## src/rtl/cfrf_pkg.sv

```systemverilog
// Shared constants, types and a pointer-wrap helper for the CAN receive filter and FIFO.
package cfrf_pkg;

   localparam int NUM_FILTERS = 28;
   localparam int FIFO_DEPTH  = 3;

   localparam int ID_W        = 11;
   localparam int LEN_W       = 4;
   localparam int DATA_W      = 64;
   localparam int KIND_W      = 2;
   localparam int FIDX_W      = 5;
   localparam int COUNT_W     = 2;

   localparam int FILT_SEL_W  = (NUM_FILTERS > 1) ? $clog2(NUM_FILTERS) : 1;
   localparam int PTR_W       = (FIFO_DEPTH > 1) ? $clog2(FIFO_DEPTH) : 1;
   localparam int FILL_W      = $clog2(FIFO_DEPTH + 1);

   localparam logic [LEN_W-1:0] MAX_LEN = LEN_W'(8);

   typedef enum logic [KIND_W-1:0] {
      KIND_FRAME   = 2'd0,
      KIND_WRITE   = 2'd1,
      KIND_RELEASE = 2'd2,
      KIND_STATUS  = 2'd3
   } kind_type;

   typedef enum logic [1:0] {
      ST_IDLE = 2'd0,
      ST_EXEC = 2'd1,
      ST_RESP = 2'd2
   } state_type;

   typedef struct packed {
      logic load;
      logic execute;
   } cmd_type;

   function automatic logic [PTR_W-1:0] ptr_wrap(input logic [PTR_W:0] sum);
      logic [PTR_W:0] depth_ext;
      logic [PTR_W:0] res;
      depth_ext = (PTR_W + 1)'(FIFO_DEPTH);
      res = (sum >= depth_ext) ? (sum - depth_ext) : sum;
      return res[PTR_W-1:0];
   endfunction

endpackage

```

## src/rtl/can_rx_filter_fifo_core.sv

```systemverilog
// Top level of the CAN receive acceptance filter and three-deep frame FIFO.
// The result word strobes on rsp_valid in the respond state, after the execute state.
// Words are taken one at a time, through the idle, execute and respond steps
// of the sequencer; the filter compare and FIFO update take place in the execute step.
// The receiver cannot stall: each result is presented for exactly one cycle.
// Reset: all filters inactive, FIFO empty, overrun clear, lock mode off.
module can_rx_filter_fifo_core
   import cfrf_pkg::*;
(
   input  logic                clock,
   input  logic                reset,
   input  logic                start,
   output logic                busy,
   input  logic [KIND_W-1:0]   req_kind,
   input  logic [FIDX_W-1:0]   req_filter_index,
   input  logic [ID_W-1:0]     req_filter_id,
   input  logic [ID_W-1:0]     req_filter_mask,
   input  logic                req_filter_enable,
   input  logic [ID_W-1:0]     req_frame_id,
   input  logic [LEN_W-1:0]    req_frame_len,
   input  logic [DATA_W-1:0]   req_frame_data,
   input  logic                req_clear_overrun,
   output logic                rsp_valid,
   output logic                rsp_accepted,
   output logic [COUNT_W-1:0]  rsp_fifo_count,
   output logic                rsp_overrun,
   output logic [ID_W-1:0]     rsp_head_id,
   output logic [LEN_W-1:0]    rsp_head_len,
   output logic [DATA_W-1:0]   rsp_head_data,
   input  logic                csr_write_enable,
   input  logic                csr_write_data
);

   cmd_type cmd;

   cfrf_ctrl u_ctrl (
      .clock     (clock),
      .reset     (reset),
      .start     (start),
      .busy      (busy),
      .rsp_valid (rsp_valid),
      .cmd       (cmd)
   );

   cfrf_datapath u_datapath (
      .clock             (clock),
      .reset             (reset),
      .cmd               (cmd),
      .csr_write_enable  (csr_write_enable),
      .csr_write_data    (csr_write_data),
      .req_kind          (req_kind),
      .req_filter_index  (req_filter_index),
      .req_filter_id     (req_filter_id),
      .req_filter_mask   (req_filter_mask),
      .req_filter_enable (req_filter_enable),
      .req_frame_id      (req_frame_id),
      .req_frame_len     (req_frame_len),
      .req_frame_data    (req_frame_data),
      .req_clear_overrun (req_clear_overrun),
      .rsp_accepted      (rsp_accepted),
      .rsp_fifo_count    (rsp_fifo_count),
      .rsp_overrun       (rsp_overrun),
      .rsp_head_id       (rsp_head_id),
      .rsp_head_len      (rsp_head_len),
      .rsp_head_data     (rsp_head_data)
   );

   a_strobe_in_busy: assert property (@(posedge clock) disable iff (reset)
      rsp_valid |-> busy)
      else $error("result strobe outside a busy window");

   a_accept_to_strobe: assert property (@(posedge clock) disable iff (reset)
      (start && !busy) |=> ##1 rsp_valid)
      else $error("accepted word did not produce a result on time");

   a_load_only_idle: assert property (@(posedge clock) disable iff (reset)
      cmd.load |-> (!busy && !cmd.execute))
      else $error("request latch loaded while busy");

   a_count_bound: assert property (@(posedge clock) disable iff (reset)
      rsp_valid |-> (rsp_fifo_count <= COUNT_W'(FIFO_DEPTH)))
      else $error("fifo count above depth");

   a_empty_head_zero: assert property (@(posedge clock) disable iff (reset)
      (rsp_valid && (rsp_fifo_count == '0)) |-> ((rsp_head_len == '0) && !rsp_accepted))
      else $error("empty fifo reported a head frame or acceptance");

endmodule

```

## src/rtl/cfrf_ctrl.sv

```systemverilog
// Sequencer: accepts a word, runs it through the execute state and strobes the result.
module cfrf_ctrl
   import cfrf_pkg::*;
(
   input  logic    clock,
   input  logic    reset,
   input  logic    start,
   output logic    busy,
   output logic    rsp_valid,
   output cmd_type cmd
);

   state_type state_ff;
   state_type state_in;

   always_ff @(posedge clock) begin
      if (reset) begin
         state_ff <= ST_IDLE;
      end else begin
         state_ff <= state_in;
      end
   end

   always_comb begin
      state_in = state_ff;
      unique case (state_ff)
         ST_IDLE: begin
            if (start) state_in = ST_EXEC;
         end
         ST_EXEC: state_in = ST_RESP;
         ST_RESP: state_in = ST_IDLE;
         default: state_in = ST_IDLE;
      endcase
   end

   always_comb begin
      busy        = 1'b1;
      rsp_valid   = 1'b0;
      cmd.load    = 1'b0;
      cmd.execute = 1'b0;
      unique case (state_ff)
         ST_IDLE: begin
            busy     = 1'b0;
            cmd.load = start;
         end
         ST_EXEC: cmd.execute = 1'b1;
         ST_RESP: rsp_valid = 1'b1;
         default: busy = 1'b1;
      endcase
   end

endmodule

```

## src/rtl/cfrf_datapath.sv

```systemverilog
// Request latch, acceptance filter bank, frame FIFO and status outputs.
module cfrf_datapath
   import cfrf_pkg::*;
(
   input  logic                clock,
   input  logic                reset,
   input  cmd_type             cmd,
   input  logic                csr_write_enable,
   input  logic                csr_write_data,
   input  logic [KIND_W-1:0]   req_kind,
   input  logic [FIDX_W-1:0]   req_filter_index,
   input  logic [ID_W-1:0]     req_filter_id,
   input  logic [ID_W-1:0]     req_filter_mask,
   input  logic                req_filter_enable,
   input  logic [ID_W-1:0]     req_frame_id,
   input  logic [LEN_W-1:0]    req_frame_len,
   input  logic [DATA_W-1:0]   req_frame_data,
   input  logic                req_clear_overrun,
   output logic                rsp_accepted,
   output logic [COUNT_W-1:0]  rsp_fifo_count,
   output logic                rsp_overrun,
   output logic [ID_W-1:0]     rsp_head_id,
   output logic [LEN_W-1:0]    rsp_head_len,
   output logic [DATA_W-1:0]   rsp_head_data
);

   kind_type                kind_ff;
   logic [FIDX_W-1:0]       fidx_ff;
   logic [ID_W-1:0]         fid_ff;
   logic [ID_W-1:0]         fmask_ff;
   logic                    fen_ff;
   logic [ID_W-1:0]         id_ff;
   logic [LEN_W-1:0]        len_ff;
   logic [DATA_W-1:0]       data_ff;
   logic                    clr_ff;

   logic                    lock_ff;
   logic [NUM_FILTERS-1:0]  active_ff;
   logic [ID_W-1:0]         ident_ff [NUM_FILTERS];
   logic [ID_W-1:0]         mask_ff  [NUM_FILTERS];

   logic [ID_W-1:0]         fifo_id_ff   [FIFO_DEPTH];
   logic [LEN_W-1:0]        fifo_len_ff  [FIFO_DEPTH];
   logic [DATA_W-1:0]       fifo_data_ff [FIFO_DEPTH];
   logic [PTR_W-1:0]        head_ff;
   logic [FILL_W-1:0]       fill_ff;
   logic                    overrun_ff;
   logic                    accepted_ff;

   logic                    hit;
   logic                    full;
   logic                    idx_ok;
   logic [FILT_SEL_W-1:0]   fsel;
   logic [PTR_W-1:0]        tail_slot;
   logic [PTR_W-1:0]        newest_slot;
   logic                    fifo_we;
   logic [PTR_W-1:0]        fifo_slot;

   always_ff @(posedge clock) begin
      if (cmd.load) begin
         kind_ff  <= kind_type'(req_kind);
         fidx_ff  <= req_filter_index;
         fid_ff   <= req_filter_id;
         fmask_ff <= req_filter_mask;
         fen_ff   <= req_filter_enable;
         id_ff    <= req_frame_id;
         len_ff   <= (req_frame_len > MAX_LEN) ? MAX_LEN : req_frame_len;
         data_ff  <= req_frame_data;
         clr_ff   <= req_clear_overrun;
      end
   end

   always_comb begin
      hit = 1'b0;
      for (int i = 0; i < NUM_FILTERS; i++) begin
         if (active_ff[i] && (((id_ff ^ ident_ff[i]) & mask_ff[i]) == '0)) hit = 1'b1;
      end
   end

   assign full        = (fill_ff == FILL_W'(FIFO_DEPTH));
   assign idx_ok      = ({1'b0, fidx_ff} < (FIDX_W + 1)'(NUM_FILTERS));
   assign fsel        = fidx_ff[FILT_SEL_W-1:0];
   assign tail_slot   = ptr_wrap((PTR_W + 1)'(head_ff) + (PTR_W + 1)'(fill_ff));
   assign newest_slot = ptr_wrap((PTR_W + 1)'(head_ff) + (PTR_W + 1)'(FIFO_DEPTH - 1));

   always_comb begin
      fifo_we   = 1'b0;
      fifo_slot = tail_slot;
      if (cmd.execute && (kind_ff == KIND_FRAME) && hit) begin
         if (!full) begin
            fifo_we = 1'b1;
         end else if (!lock_ff) begin
            fifo_we   = 1'b1;
            fifo_slot = newest_slot;
         end
      end
   end

   always_ff @(posedge clock) begin
      if (fifo_we) begin
         fifo_id_ff[fifo_slot]   <= id_ff;
         fifo_len_ff[fifo_slot]  <= len_ff;
         fifo_data_ff[fifo_slot] <= data_ff;
      end
   end

   always_ff @(posedge clock) begin
      if (cmd.execute && (kind_ff == KIND_WRITE) && idx_ok) begin
         ident_ff[fsel] <= fid_ff;
         mask_ff[fsel]  <= fmask_ff;
      end
   end

   always_ff @(posedge clock) begin
      if (reset) begin
         lock_ff     <= 1'b0;
         active_ff   <= '0;
         head_ff     <= '0;
         fill_ff     <= '0;
         overrun_ff  <= 1'b0;
         accepted_ff <= 1'b0;
      end else begin
         if (csr_write_enable) lock_ff <= csr_write_data;
         if (cmd.execute) begin
            accepted_ff <= fifo_we;
            case (kind_ff)
               KIND_FRAME: begin
                  if (hit && full) overrun_ff <= 1'b1;
                  if (hit && !full) fill_ff <= fill_ff + FILL_W'(1);
               end
               KIND_WRITE: begin
                  if (idx_ok) active_ff[fsel] <= fen_ff;
               end
               KIND_RELEASE: begin
                  if (fill_ff != '0) begin
                     head_ff <= ptr_wrap((PTR_W + 1)'(head_ff) + (PTR_W + 1)'(1));
                     fill_ff <= fill_ff - FILL_W'(1);
                  end
                  if (clr_ff) overrun_ff <= 1'b0;
               end
               default: begin
               end
            endcase
         end
      end
   end

   assign rsp_accepted   = accepted_ff;
   assign rsp_fifo_count = COUNT_W'(fill_ff);
   assign rsp_overrun    = overrun_ff;
   assign rsp_head_id    = (fill_ff != '0) ? fifo_id_ff[head_ff]   : '0;
   assign rsp_head_len   = (fill_ff != '0) ? fifo_len_ff[head_ff]  : '0;
   assign rsp_head_data  = (fill_ff != '0) ? fifo_data_ff[head_ff] : '0;

endmodule
```

## config.mk

```make
export PLATFORM = sky130hd
export DESIGN_NAME = can_rx_filter_fifo_core
export DESIGN_NICKNAME = d
export VERILOG_FILES = /design/src/rtl/cfrf_pkg.sv /design/src/rtl/can_rx_filter_fifo_core.sv /design/src/rtl/cfrf_ctrl.sv /design/src/rtl/cfrf_datapath.sv
export SDC_FILE = /design/constraint.sdc
export NUM_CORES = 1
export LEC_CHECK = 0
export ABC_AREA = 1
export ABC_CLOCK_PERIOD_IN_PS = 17000
export BUFFER_PORTS_ARGS = -buffer_cell sky130_fd_sc_hd__buf_4
export CAP_MARGIN = 5
export CORE_UTILIZATION = 65
export CTS_CLUSTER_SIZE = 30
export DETAILED_ROUTE_END_ITERATION = 8
export PLACE_DENSITY = 0.81
export SLEW_MARGIN = 20
export SYNTH_ARGS = -nofsm -noshare
export SYNTH_HDL_FRONTEND = slang
export SYNTH_SLANG_ARGS = --single-unit
```

## constraint.sdc

```tcl
create_clock -name clock -period 17 [get_ports clock]
set_input_delay 3.4 -clock clock [delete_from_list [all_inputs] [get_ports clock]]
set_output_delay 3.4 -clock clock [all_outputs]
set_load 0.01 [all_outputs]
```

# Word level (Yosys, flattened, before mapping)
# Memory sizes are Yosys's and may differ from the RTL's. A register that Yosys moved wholly into a read port is not among the register bits.
# Cells that the tools add are included.
# totals
reg_bits	147
in_bits	115
wordCells	239
output_inout_bits	85
ramBits	853
n_memories	5
# classes
n_reduce_logical	72
magnitude_cmp	7
mux	65
eq_ne	10
add_sub_neg	8
bitwise_logic	56
# memory_table
name	depth	width	read_ports	rd_clocked_by_memory_dff	write_ports	line	text
u_datapath.ident_ff	28	11	28	0	1	cfrf_datapath.sv:39	logic [ID_W-1:0] ident_ff [NUM_FILTERS];
u_datapath.mask_ff	28	11	28	0	1	cfrf_datapath.sv:40	logic [ID_W-1:0] mask_ff [NUM_FILTERS];
u_datapath.fifo_data_ff	3	64	1	1	1	cfrf_datapath.sv:44	logic [DATA_W-1:0] fifo_data_ff [FIFO_DEPTH];
u_datapath.fifo_id_ff	3	11	1	1	1	cfrf_datapath.sv:42	logic [ID_W-1:0] fifo_id_ff [FIFO_DEPTH];
u_datapath.fifo_len_ff	3	4	1	1	1	cfrf_datapath.sv:43	logic [LEN_W-1:0] fifo_len_ff [FIFO_DEPTH];
# op_table
op	n
11-bit bitwise AND	28
11-bit zero test	28
11-bit XOR	28
64-bit 2-to-1 mux	1
1-bit 2-to-1 mux	42
1-bit logical AND	35
2-bit 2-to-1 mux	15
28-bit bitwise mux	1
11-bit 2-to-1 mux	1
3-bit by 2-bit greater-or-equal comparator with 1-bit output (second input constant)	3
2-bit one-hot mux with 2 select lines	2
4-bit AND reduction	2
2-bit equality test (second input constant)	3
5-bit by 6-bit < comparator with 1-bit output (second input constant)	1
2-bit != test (second input constant)	3
3-bit AND reduction	2
2-bit subtractor (second input constant)	3
1-bit demux with 5-bit select	1
5-bit by 1-bit greater-or-equal comparator with 1-bit output (second input constant)	1
5-bit < comparator (second input constant)	1
2-bit by 1-bit equality test with 1-bit output (second input constant)	2
4-bit greater-than comparator (second input constant)	1
2-bit zero test	2
4-bit 2-to-1 mux	1
9 further kinds	11

# Longest topological paths before layout
# Gate-level depths: netlist of run 1.
# An unclocked memory read counts as a cell.
# depth
depth_word	37
depth_mapped	19
depth_no_buf	17

# Cells and area by module
# Synthesis of run 1 repeated with hierarchy kept, for this count alone.
# hier_totals
cells_unflattened	3081
hier_area_um2	39345.2
# modules_own_cells
module	cells_each	seq_area_each_um2	area_per_inst_um2	n_inst
cfrf_datapath	3068	29658.4	39251.4	1
cfrf_ctrl	13	40.0	93.8	1

# Worst setup path after synthesis of run 1
# OpenSTA, ideal clock, no wires.
# synth_path
path_kind	in2reg
startpoint	input start
endpoint	register u_datapath.clr_ff, enable pin
t_required_ns	16.420
setup_ns	0.580
path_buffers	0
arrival_time_ns	7.993
setup_slack_ns	8.427
stages	2
cell_sequence	inv_1 nor2_1
# synth_rtl
item	line	text
from (decl)	can_rx_filter_fifo_core.sv:12	input logic start,
to (signal assigned)	cfrf_datapath.sv:69	clr_ff <= req_clear_overrun;
to (decl)	cfrf_datapath.sv:35	logic clr_ff;

==> run summary, run 1 <==
The post-synthesis cell count is 3077. The endpoint of the worst hold path is u_datapath.fifo_len_ff[0][2]$_DFFE_PP_. The share of layout cells above drive strength 1 came out at a little under a fifth. The total negative slack came out at 0 ps.

The iteration count of the initial detailed-routing pass came out at 6. The worst register-to-register path ends at u_datapath.fifo_data_ff[1][50]$_DFFE_PP_. The average footprint of a synthesized cell came out at 12.8 um^2.

The synthesized design devotes to its leading area cell type 73.5% of total area. The detailed-placement wirelength estimate came out at roughly 53 mm. Of the available clock period, the critical path in the final layout requires a little over a third. The cell count of the worst hold path came out at 0.

The TritonCTS buffer count is 94. The final non-filler cell area is 45200 um^2. For this configuration, the core starts out at a cell density of 66.3%. The longest clock path from root to sink contains 3 buffers. The worst-case IR drop observed on VDD is 0.0000915 V. Row generation in the floorplan step produced 89 rows. Setup violations remaining at the end of the flow were counted as 0. The number of cells on the worst reg-to-reg path is 16.

The count of routing violations after the opening detailed-route iteration came out at 2536. The worst hold path belongs to the class flip-flop to flip-flop. On the final layout, the worst clock skew is 26.4 ps. The mapped cell area came out at about 39000 um^2.

The placeable core region came out at approximately 59000 um^2. The horizontal die dimension is approximately 250 um. The first-pass GRT wire length is 137 mm. In this design, the critical path's most frequently occurring cell is sky130_fd_sc_hd__buf_4.

The clock edge transition at the registers on the reported setup and hold paths came out at 60 ps. The final max-slew violation count came out at 0. The final wirelength is slightly above 90 mm. The startpoint identified for the worst hold timing path is u_datapath.len_ff[2]$_SDFFCE_PN0P_.

The post-cts hold buffer count came out at 0. The total overflow left after global routing is 0. The number of antenna violations at the first check in global routing is 1. The clock tree from TritonCTS is yes. The number of global-route vias before repair is approximately 25000. The worst setup path is captured at an output pin. After detailed routing, the number of remaining DRC violations is 0. The headroom to the max-slew limit came out at 27.5%. The layout overhead on the synthesized area came out at 14.8%. The combined global-route utilization of all metal layers is 30.2%. The sequential share of the synthesized area is approximately 76%. The power per standard cell area came out at 113 nW/um^2.

The post-route antenna net violation count came out at 0. The post-cts sizing count came out at 0. The worst hold margin came out at 467 ps. The critical path depth is 5. In this run the cell area measured after placement is 41800 um^2.

The average wire length per cell after detail routing is 22.0 um. The critical path is of the flip-flop to output pin type. The number of setup buffers added after CTS is 0. The synthesized netlist net count came out at 3197.

Synthesis inferred 1002 register bits. The count of buffering cells on the critical path with inverters included is 3. The die covers around 61000 um^2. The final layout net count is 3448.

The number of levels the H-tree was split into is 3. The biggest area consumer among synthesized cells is sky130_fd_sc_hd__edfxtp_1. The cell sitting at the root of the clock tree is a sky130_fd_sc_hd__clkbuf_16. The count of max-cap constraint violations is 0. Yosys attributes the largest share of cell area to sky130_fd_sc_hd__edfxtp_1 (74%), sky130_fd_sc_hd__nand2_1 (6.2%), sky130_fd_sc_hd__nand3_1 (3.6%). The total count of hold-check failures in the final report was 0. The finished layout holds 4180 standard cells, fillers aside. Setup repair after global routing left no endpoint under its margin.

The actual slew at the worst max-slew pin came out at around 1100 ps. The pin count of the biggest net entering global routing came out at 112. The longest individual stage delay on the worst path is around 730 ps. Walking the worst path, the cells encountered are buf_4, mux2_2, o21ai_0, inv_1, buf_4.

The minimum period implied by the final worst setup slack is 6170 ps. The overall via count from detail_route is 24600. The leakage power figure came out at 17.7 nW. The clock latency reported for the late side of the worst-skew pair came out at 660 ps. The kind of start point of the critical path is a flip-flop. 200 I/O pins were placed.

The maximum net fanout on the critical path came out at 68. For flop-to-flop paths, the worst setup slack is 12100 ps. The slowest stage of the critical path belongs to the cell sky130_fd_sc_hd__buf_4. In this run the critical register-to-register path is launched from u_datapath.id_ff[10]$_DFFE_PP_.

The worst endpoint required time came out at 13600 ps. The number of diodes added for antenna fixing came out at 0. The weighted congestion reported at the end of routability-driven placement came out at 0.863. The run finished with clean final reports. The maximum clock frequency came out at 162 MHz. In the routed layout, each cell is associated on average with a via count of 5.89.

The number of buffers inserted by port buffering is 199. The final core area utilization came out at 76.1%. The total placed cells including tap cells came out at 4005.

The die span in y came out at 248 um. The data arrival time of the worst path is 2770 ps. The number of warnings reported in the yosys synthesis log came out at 0. The family with the most delay on the worst path is buffers and inverters. After synthesis, the netlist uses 33 different library cells.

CTS saw 1002 sinks.
routing by layer:
layer	vias to the layer above	track usage, %	share of wire, %
li1	11100	-	-
met1	11800	38.7	36
met5	-	0	0
met2	1438	50.1	49
met4	0	14.1	4.2
met3	263	5.71	11
how the worst max path moves through the flow:
stage	start	end
2_1_floorplan	start	u_datapath.clr_ff$_DFFE_PP_
3_3_place_gp	flip-flop	rsp_head_data[58]
3_5_place_dp	flip-flop	rsp_head_data[37]
4_1_cts	flip-flop	rsp_head_data[39]
5_1_grt	flip-flop	rsp_head_data[39]
6_report	flip-flop	rsp_head_data[49]
kinds of logic after synthesis:
| family | synth area share (%) |
|---|---|
| multiplexers | 2.29 |
| adder cells (fa/ha/maj) | 0.178 |
| AO/OA/AOI/OAI | 3.64 |
| XOR/XNOR | 0.178 |
| AND/OR/NAND/NOR | 13.8 |
| buffers and inverters | 4.44 |
| flip-flops | 75.5 |
Yosys cell counts:
cell type	instances
sky130_fd_sc_hd__or2_1	21
sky130_fd_sc_hd__buf_2	39
sky130_fd_sc_hd__o21ai_1	15
sky130_fd_sc_hd__a21boi_0	1
sky130_fd_sc_hd__dfxtp_1	39
sky130_fd_sc_hd__buf_4	9
sky130_fd_sc_hd__nor3_2	1
sky130_fd_sc_hd__or2_2	92
sky130_fd_sc_hd__edfxtp_1	963
sky130_fd_sc_hd__clkbuf_2	4
sky130_fd_sc_hd__o21ai_2	1
sky130_fd_sc_hd__a21oi_1	116
sky130_fd_sc_hd__nand2_1	649
sky130_fd_sc_hd__xor2_1	8
sky130_fd_sc_hd__nand3b_1	1
sky130_fd_sc_hd__buf_1	7
sky130_fd_sc_hd__nand3_1	279
sky130_fd_sc_hd__ha_1	4
sky130_fd_sc_hd__a31oi_1	1
sky130_fd_sc_hd__nor2_2	3
sky130_fd_sc_hd__clkbuf_1	36
sky130_fd_sc_hd__nand2_4	2
sky130_fd_sc_hd__mux2_2	79
sky130_fd_sc_hd__nor3_1	12
sky130_fd_sc_hd__inv_2	10
sky130_fd_sc_hd__mux2i_1	1
sky130_fd_sc_hd__or2_0	2
sky130_fd_sc_hd__o22ai_1	2
sky130_fd_sc_hd__fa_1	1
sky130_fd_sc_hd__buf_6	2
sky130_fd_sc_hd__o21ai_0	148
sky130_fd_sc_hd__nor2_1	198
sky130_fd_sc_hd__inv_1	331
cells in the final DEF (no fill, tap or decap), drive strengths merged:
| cell type | netlist | final |
|---|---|---|
| edfxtp | 963 | 963 |
| nand2 | 651 | 651 |
| inv | 341 | 345 |
| nand3 | 279 | 279 |
| buf | 57 | 252 |
| nor2 | 201 | 201 |
| o21ai | 164 | 164 |
| clkbuf | 40 | 118 |
| a21oi | 116 | 116 |
| or2 | 115 | 115 |
| mux2 | 79 | 79 |
| dfxtp | 39 | 39 |
| clkinv | 0 | 34 |
| nor3 | 13 | 13 |
| bufinv | 0 | 12 |
| xor2 | 8 | 8 |
| clkinvlp | 0 | 7 |
| ha | 4 | 4 |
| o22ai | 2 | 2 |
| a31oi | 1 | 1 |
| nand3b | 1 | 1 |
| mux2i | 1 | 1 |
| a21boi | 1 | 1 |
| fa | 1 | 1 |
sequential cells by signal, summed over array words and instances, names as in the netlist, 4 cells and up, named ones only:
| signal | count |
|---|---|
| u_datapath.fmask_ff | 11 |
| u_datapath.id_ff | 11 |
| u_datapath.active_ff | 28 |
| u_datapath.fifo_len_ff | 12 |
| u_datapath.mask_ff | 308 |
| u_datapath.ident_ff | 308 |
| u_datapath.fid_ff | 11 |
| u_datapath.fifo_data_ff | 192 |
| u_datapath.len_ff | 4 |
| u_datapath.fidx_ff | 5 |
| u_datapath.fifo_id_ff | 33 |
| u_datapath.data_ff | 64 |
area by class of cell:
cell class / instances / area, um^2
flip-flops and latches: 1002 / 29700
inverters: 341 / 1280
well taps: 773 / 967
clock buffers: 118 / 2590
clock inverters: 57 / 638
repair buffers: 252 / 1900
multi-input cells: 1637 / 8070
fillers: 3341 / 14200
power breakdown:
group / internal (mW) / total [mW] / switching [mW]
registers: 2.73 / 2.75 / 0.0204
logic: 0.0586 / 0.197 / 0.139
clock network: 1.27 / 2.16 / 0.895
through the flow:
stage               total power [mW]  worst slack, ps
finish                          5.11            10830
global route                    5.24            10680
CTS                             5.13            10790
detailed placement              3.00            11500
global placement                2.99            11630
floorplan                       2.90             8430
Note: power is estimated with default switching activity, not from simulation.
==> run 2, diff against run 1 <==
ABC_AREA = 0   (was 1)
ABC_CLOCK_PERIOD_IN_PS = 5200   (was 17000)
CORE_UTILIZATION = 55   (was 65)
PLACE_DENSITY = 0.73   (was 0.81)
clock period = 5.2 ns   (was 17 ns; I/O delays follow)
==> run summary, run 2 <==
The run finished with clean final reports. The post-layout instance count excluding filler cells came out at between 3000 and 4000. The sequential share of the synthesized area is 79.1%. The endpoint of the worst hold path is u_datapath.fifo_len_ff[0][1]$_DFFE_PP_. The H-tree was split into 3 levels.

The longest individual stage delay on the worst path is between 900 and 1000 ps. The pin count of the biggest net entering global routing came out at 80. The fraction of synthesis flops using an asynchronous set or reset pin is 0%.

The die covers 69300 um^2. The iteration count of the initial detailed-routing pass came out at 5. The number of warnings reported in the yosys synthesis log came out at 0. The actual slew at the worst max-slew pin is 1080 ps.

In the layout the commonest cells are sky130_fd_sc_hd__edfxtp_1 (963), sky130_fd_sc_hd__xor2_1 (308), sky130_fd_sc_hd__buf_4 (261). The total count of hold-check failures in the final report is 0. The most used flip-flop cell after synthesis is sky130_fd_sc_hd__edfxtp_1. The biggest area consumer among synthesized cells is sky130_fd_sc_hd__edfxtp_1. The number of flip-flops and latches in the synthesized netlist is 1002. The endpoint of the worst-slack reg-to-reg timing path is u_datapath.fifo_data_ff[0][61]$_DFFE_PP_.

The setup clock skew after layout is 27.1 ps. The maximum clock insertion buffer count came out at 3. The buffer type at the clock tree root is sky130_fd_sc_hd__clkbuf_16. The boundary pin count came out at 200. The post-route DRC violation count came out at 0. The layout overhead on the synthesized area came out at 15.9%.

Setup repair after global routing left no endpoint under its margin. The combined area of the multi-input logic cells came out at between 7000 and 8000 um^2. In the final routed layout, each cell accounts on average for 25.9 um. The headroom to the max-slew limit came out at between 20% and 30%. The later pin in the worst-skew pair is clocked with a latency of approximately 650 ps. Across the run, the number of max-cap violations was 0. The power per standard cell area is around 380 nW/um^2.

The maximum clock frequency is 232 MHz. The worst hold margin is 466 ps. The initial utilization of the core area, before any placement, comes to 55.7%.

The final-layout fill cell count came out at 4497. The number of clock sinks came out at roughly 1000. The overall via count from detail_route is 19900. The worst reg-to-reg setup slack came out at 890 ps.

The register area is 29700 um^2. Routability-driven placement finished with a final weighted congestion of 0.796. The post-cts hold buffer count is 0.

The average footprint of a synthesized cell is ~18 um^2. sky130_fd_sc_hd__edfxtp_1 is the most common cell in the netlist. The share of layout cells above drive strength 1 is 17.8%.

At the worst endpoint, the arrival time is 4650 ps. The post-route antenna net violation count is 0. The total negative slack came out at 0 ps. Synthesis instantiated 43 different standard cells from the library. The number of antenna violations at the first check in global routing is 4. The number of cells on the worst reg-to-reg path is 9. The combined global-route utilization of all metal layers is 25.2%. The final wirelength is about 88 mm. The final max-slew violation count came to 0. The core region is 67400 um^2. The number of buffers inserted by port buffering came out at 199.

The cell count of the worst hold path is 0. The kind of start point of the critical path is a flip-flop. The classification of the worst setup path is flip-flop to flip-flop. TritonCTS built the clock tree. After clock tree synthesis, the clock-pin slew on the worst setup and hold paths is around 60 ps.

In this run the worst hold path is classified as flip-flop to flip-flop. The final layout net count came out at 2547. The number of global-route vias before repair came out at 19700.

In the synthesized netlist, the cells that appear most often are sky130_fd_sc_hd__edfxtp_1 (963), sky130_fd_sc_hd__xor2_1 (308), sky130_fd_sc_hd__nor2_1 (204). Counting tap cells, the placed design contains a total of 3202 instances. The post-cts sizing count came out at 0. The number of buffers inserted to repair setup after CTS is 0. The worst IR drop on VDD came out at roughly 0.00027 V.

The worst setup path is captured at a flip-flop. Measured along the y axis, the die boundary spans 263 um. The most common cell after layout, fill and taps aside is sky130_fd_sc_hd__edfxtp_1. The total power of the final layout is 16.6 mW. The mapped cell area is 37500 um^2. The post-synthesis cell count is 2136. The maximum net fanout on the critical path came out at 30.

The worst hold path begins at u_datapath.len_ff[1]$_SDFFCE_PN0P_. From left edge to right edge, the die measures ~260 um. The fraction of post-synthesis cell area in the top cell type by area is about 77%. In this run, the number of DRC markers left after iteration 0 of detailed routing was 2095. The worst register-to-register path begins at u_datapath.id_ff[3]$_DFFE_PP_.

The standard cell with the maximum stage delay on the critical path is sky130_fd_sc_hd__edfxtp_1. The count of flip-flops with a built-in enable after synthesis came out at 963. In the finished design, the share of the clock period the worst path needs comes to 83.0%. The overflow left after global routing is 0. In the final layout, the registers with the most flip-flops are u_datapath.ident_ff: 308 flops, u_datapath.mask_ff: 308 flops, u_datapath.fifo_data_ff: 192 flops. Yosys attributes the largest share of cell area to sky130_fd_sc_hd__edfxtp_1 (77%), sky130_fd_sc_hd__xor2_1 (7.2%), sky130_fd_sc_hd__a22oi_1 (2.7%). The final count of negative-setup-slack endpoints came out at 0. Once detailed placement completed, the half-perimeter wirelength came to about 48 mm. The leakage power figure is 14.7 nW. The detail-routed via count per cell came out at 5.88. The routed design could run at a clock period as short as approximately 4300 ps.

The total number of placement rows is 95. The worst endpoint required time came out at around 5500 ps. Among the stages of the critical path, the cell type that occurs most often is sky130_fd_sc_hd__nand4_1. The first global-routing pass estimated 126 mm of wire. Traced cell by cell, the critical path runs through xor2_1, a22oi_1, nand4_1, o22ai_1, nor4_1, nand4_1, nand3b_1, nor2_4, buf_12.

The synthesized netlist net count is about 2300. The TritonCTS buffer count came out at 96.
## run 2: changes by cell type in the layout (fill, tap and decap cells not counted), sizes merged, moves of 113 or more
cell / before / now
o21ai: 164 / 23
xor2: 8 / 308
nand3: 279 / 7
a22oi: 0 / 137
or2: 115 / 2
nand2: 651 / 58
inv: 345 / 10
## run 2: cell families (layout without fill, tap and decap cells)
logic type,Yosys count,in the layout,synth area share [%]
other cells,0,3,0
mux,90,90,2.40
simple gates,330,330,3.81
buf+inv,89,458,1.89
compound gates,312,312,5.38
flops,1002,1002,79.1
fa+ha+maj,5,5,0.187
xor+xnor,308,308,7.19
## run 2: worst max path at each step
stage	from	to	depth (start not counted)
after floorplan	u_datapath.rsp_fifo_count[1]$_SDFFE_PP0P_	u_datapath.fifo_data_ff[2][0]$_DFFE_PP_	7
after global placement	u_datapath.id_ff[9]$_DFFE_PP_	u_datapath.fifo_data_ff[1][56]$_DFFE_PP_	10
after detailed placement	u_datapath.id_ff[3]$_DFFE_PP_	u_datapath.fifo_data_ff[1][57]$_DFFE_PP_	9
after CTS	u_datapath.id_ff[3]$_DFFE_PP_	u_datapath.fifo_data_ff[0][56]$_DFFE_PP_	9
after global routing	u_datapath.id_ff[3]$_DFFE_PP_	u_datapath.fifo_data_ff[0][61]$_DFFE_PP_	9
final	u_datapath.id_ff[3]$_DFFE_PP_	u_datapath.fifo_data_ff[0][61]$_DFFE_PP_	9
## run 2: final cells by class
cell class                      instances  share of cell area [%]
Sequential cell                      1002                    68.3
Multi-Input combinational cell       1045                    16.6
Clock buffer                          124                    6.03
Timing Repair Buffer                  276                    5.20
Tap cell                              873                    2.51
Clock inverter                         52                    1.28
Inverter                                6                  0.0518
Antenna cell                            3                  0.0173
## run 2: metal layers
metal	wire length [um]	GRT usage [%]	up-vias
met5	0	0	-
met4	3090	10.0	0
met3	7430	4.63	196
met2	42900	41.6	960
met1	34300	33.2	10000
li1	-	-	8683
## run 2: worst max-delay path: cells and delay by family (launching register included)
kind / cells / cell delay (ps)
buf+inv: 1 / 290
xor+xnor: 1 / 170
compound gates: 2 / 680
flops: 1 / 940
simple gates: 5 / 1870
## run 2: power by group
part	switching (mW)	total (mW)	internal, mW
Sequential	0.0568	8.99	8.93
Clock	2.91	6.97	4.07
Combinational	0.448	0.646	0.198
## run 2: per-stage QoR
step,utilization [%],instance area [um^2],setup WS [ps]
after floorplan,-,37500,757
after global placement,59.8,40300,1100
after detailed placement,59.8,40300,1040
after CTS,64.5,43400,991
after global routing,64.5,43500,646
final,64.5,43500,886
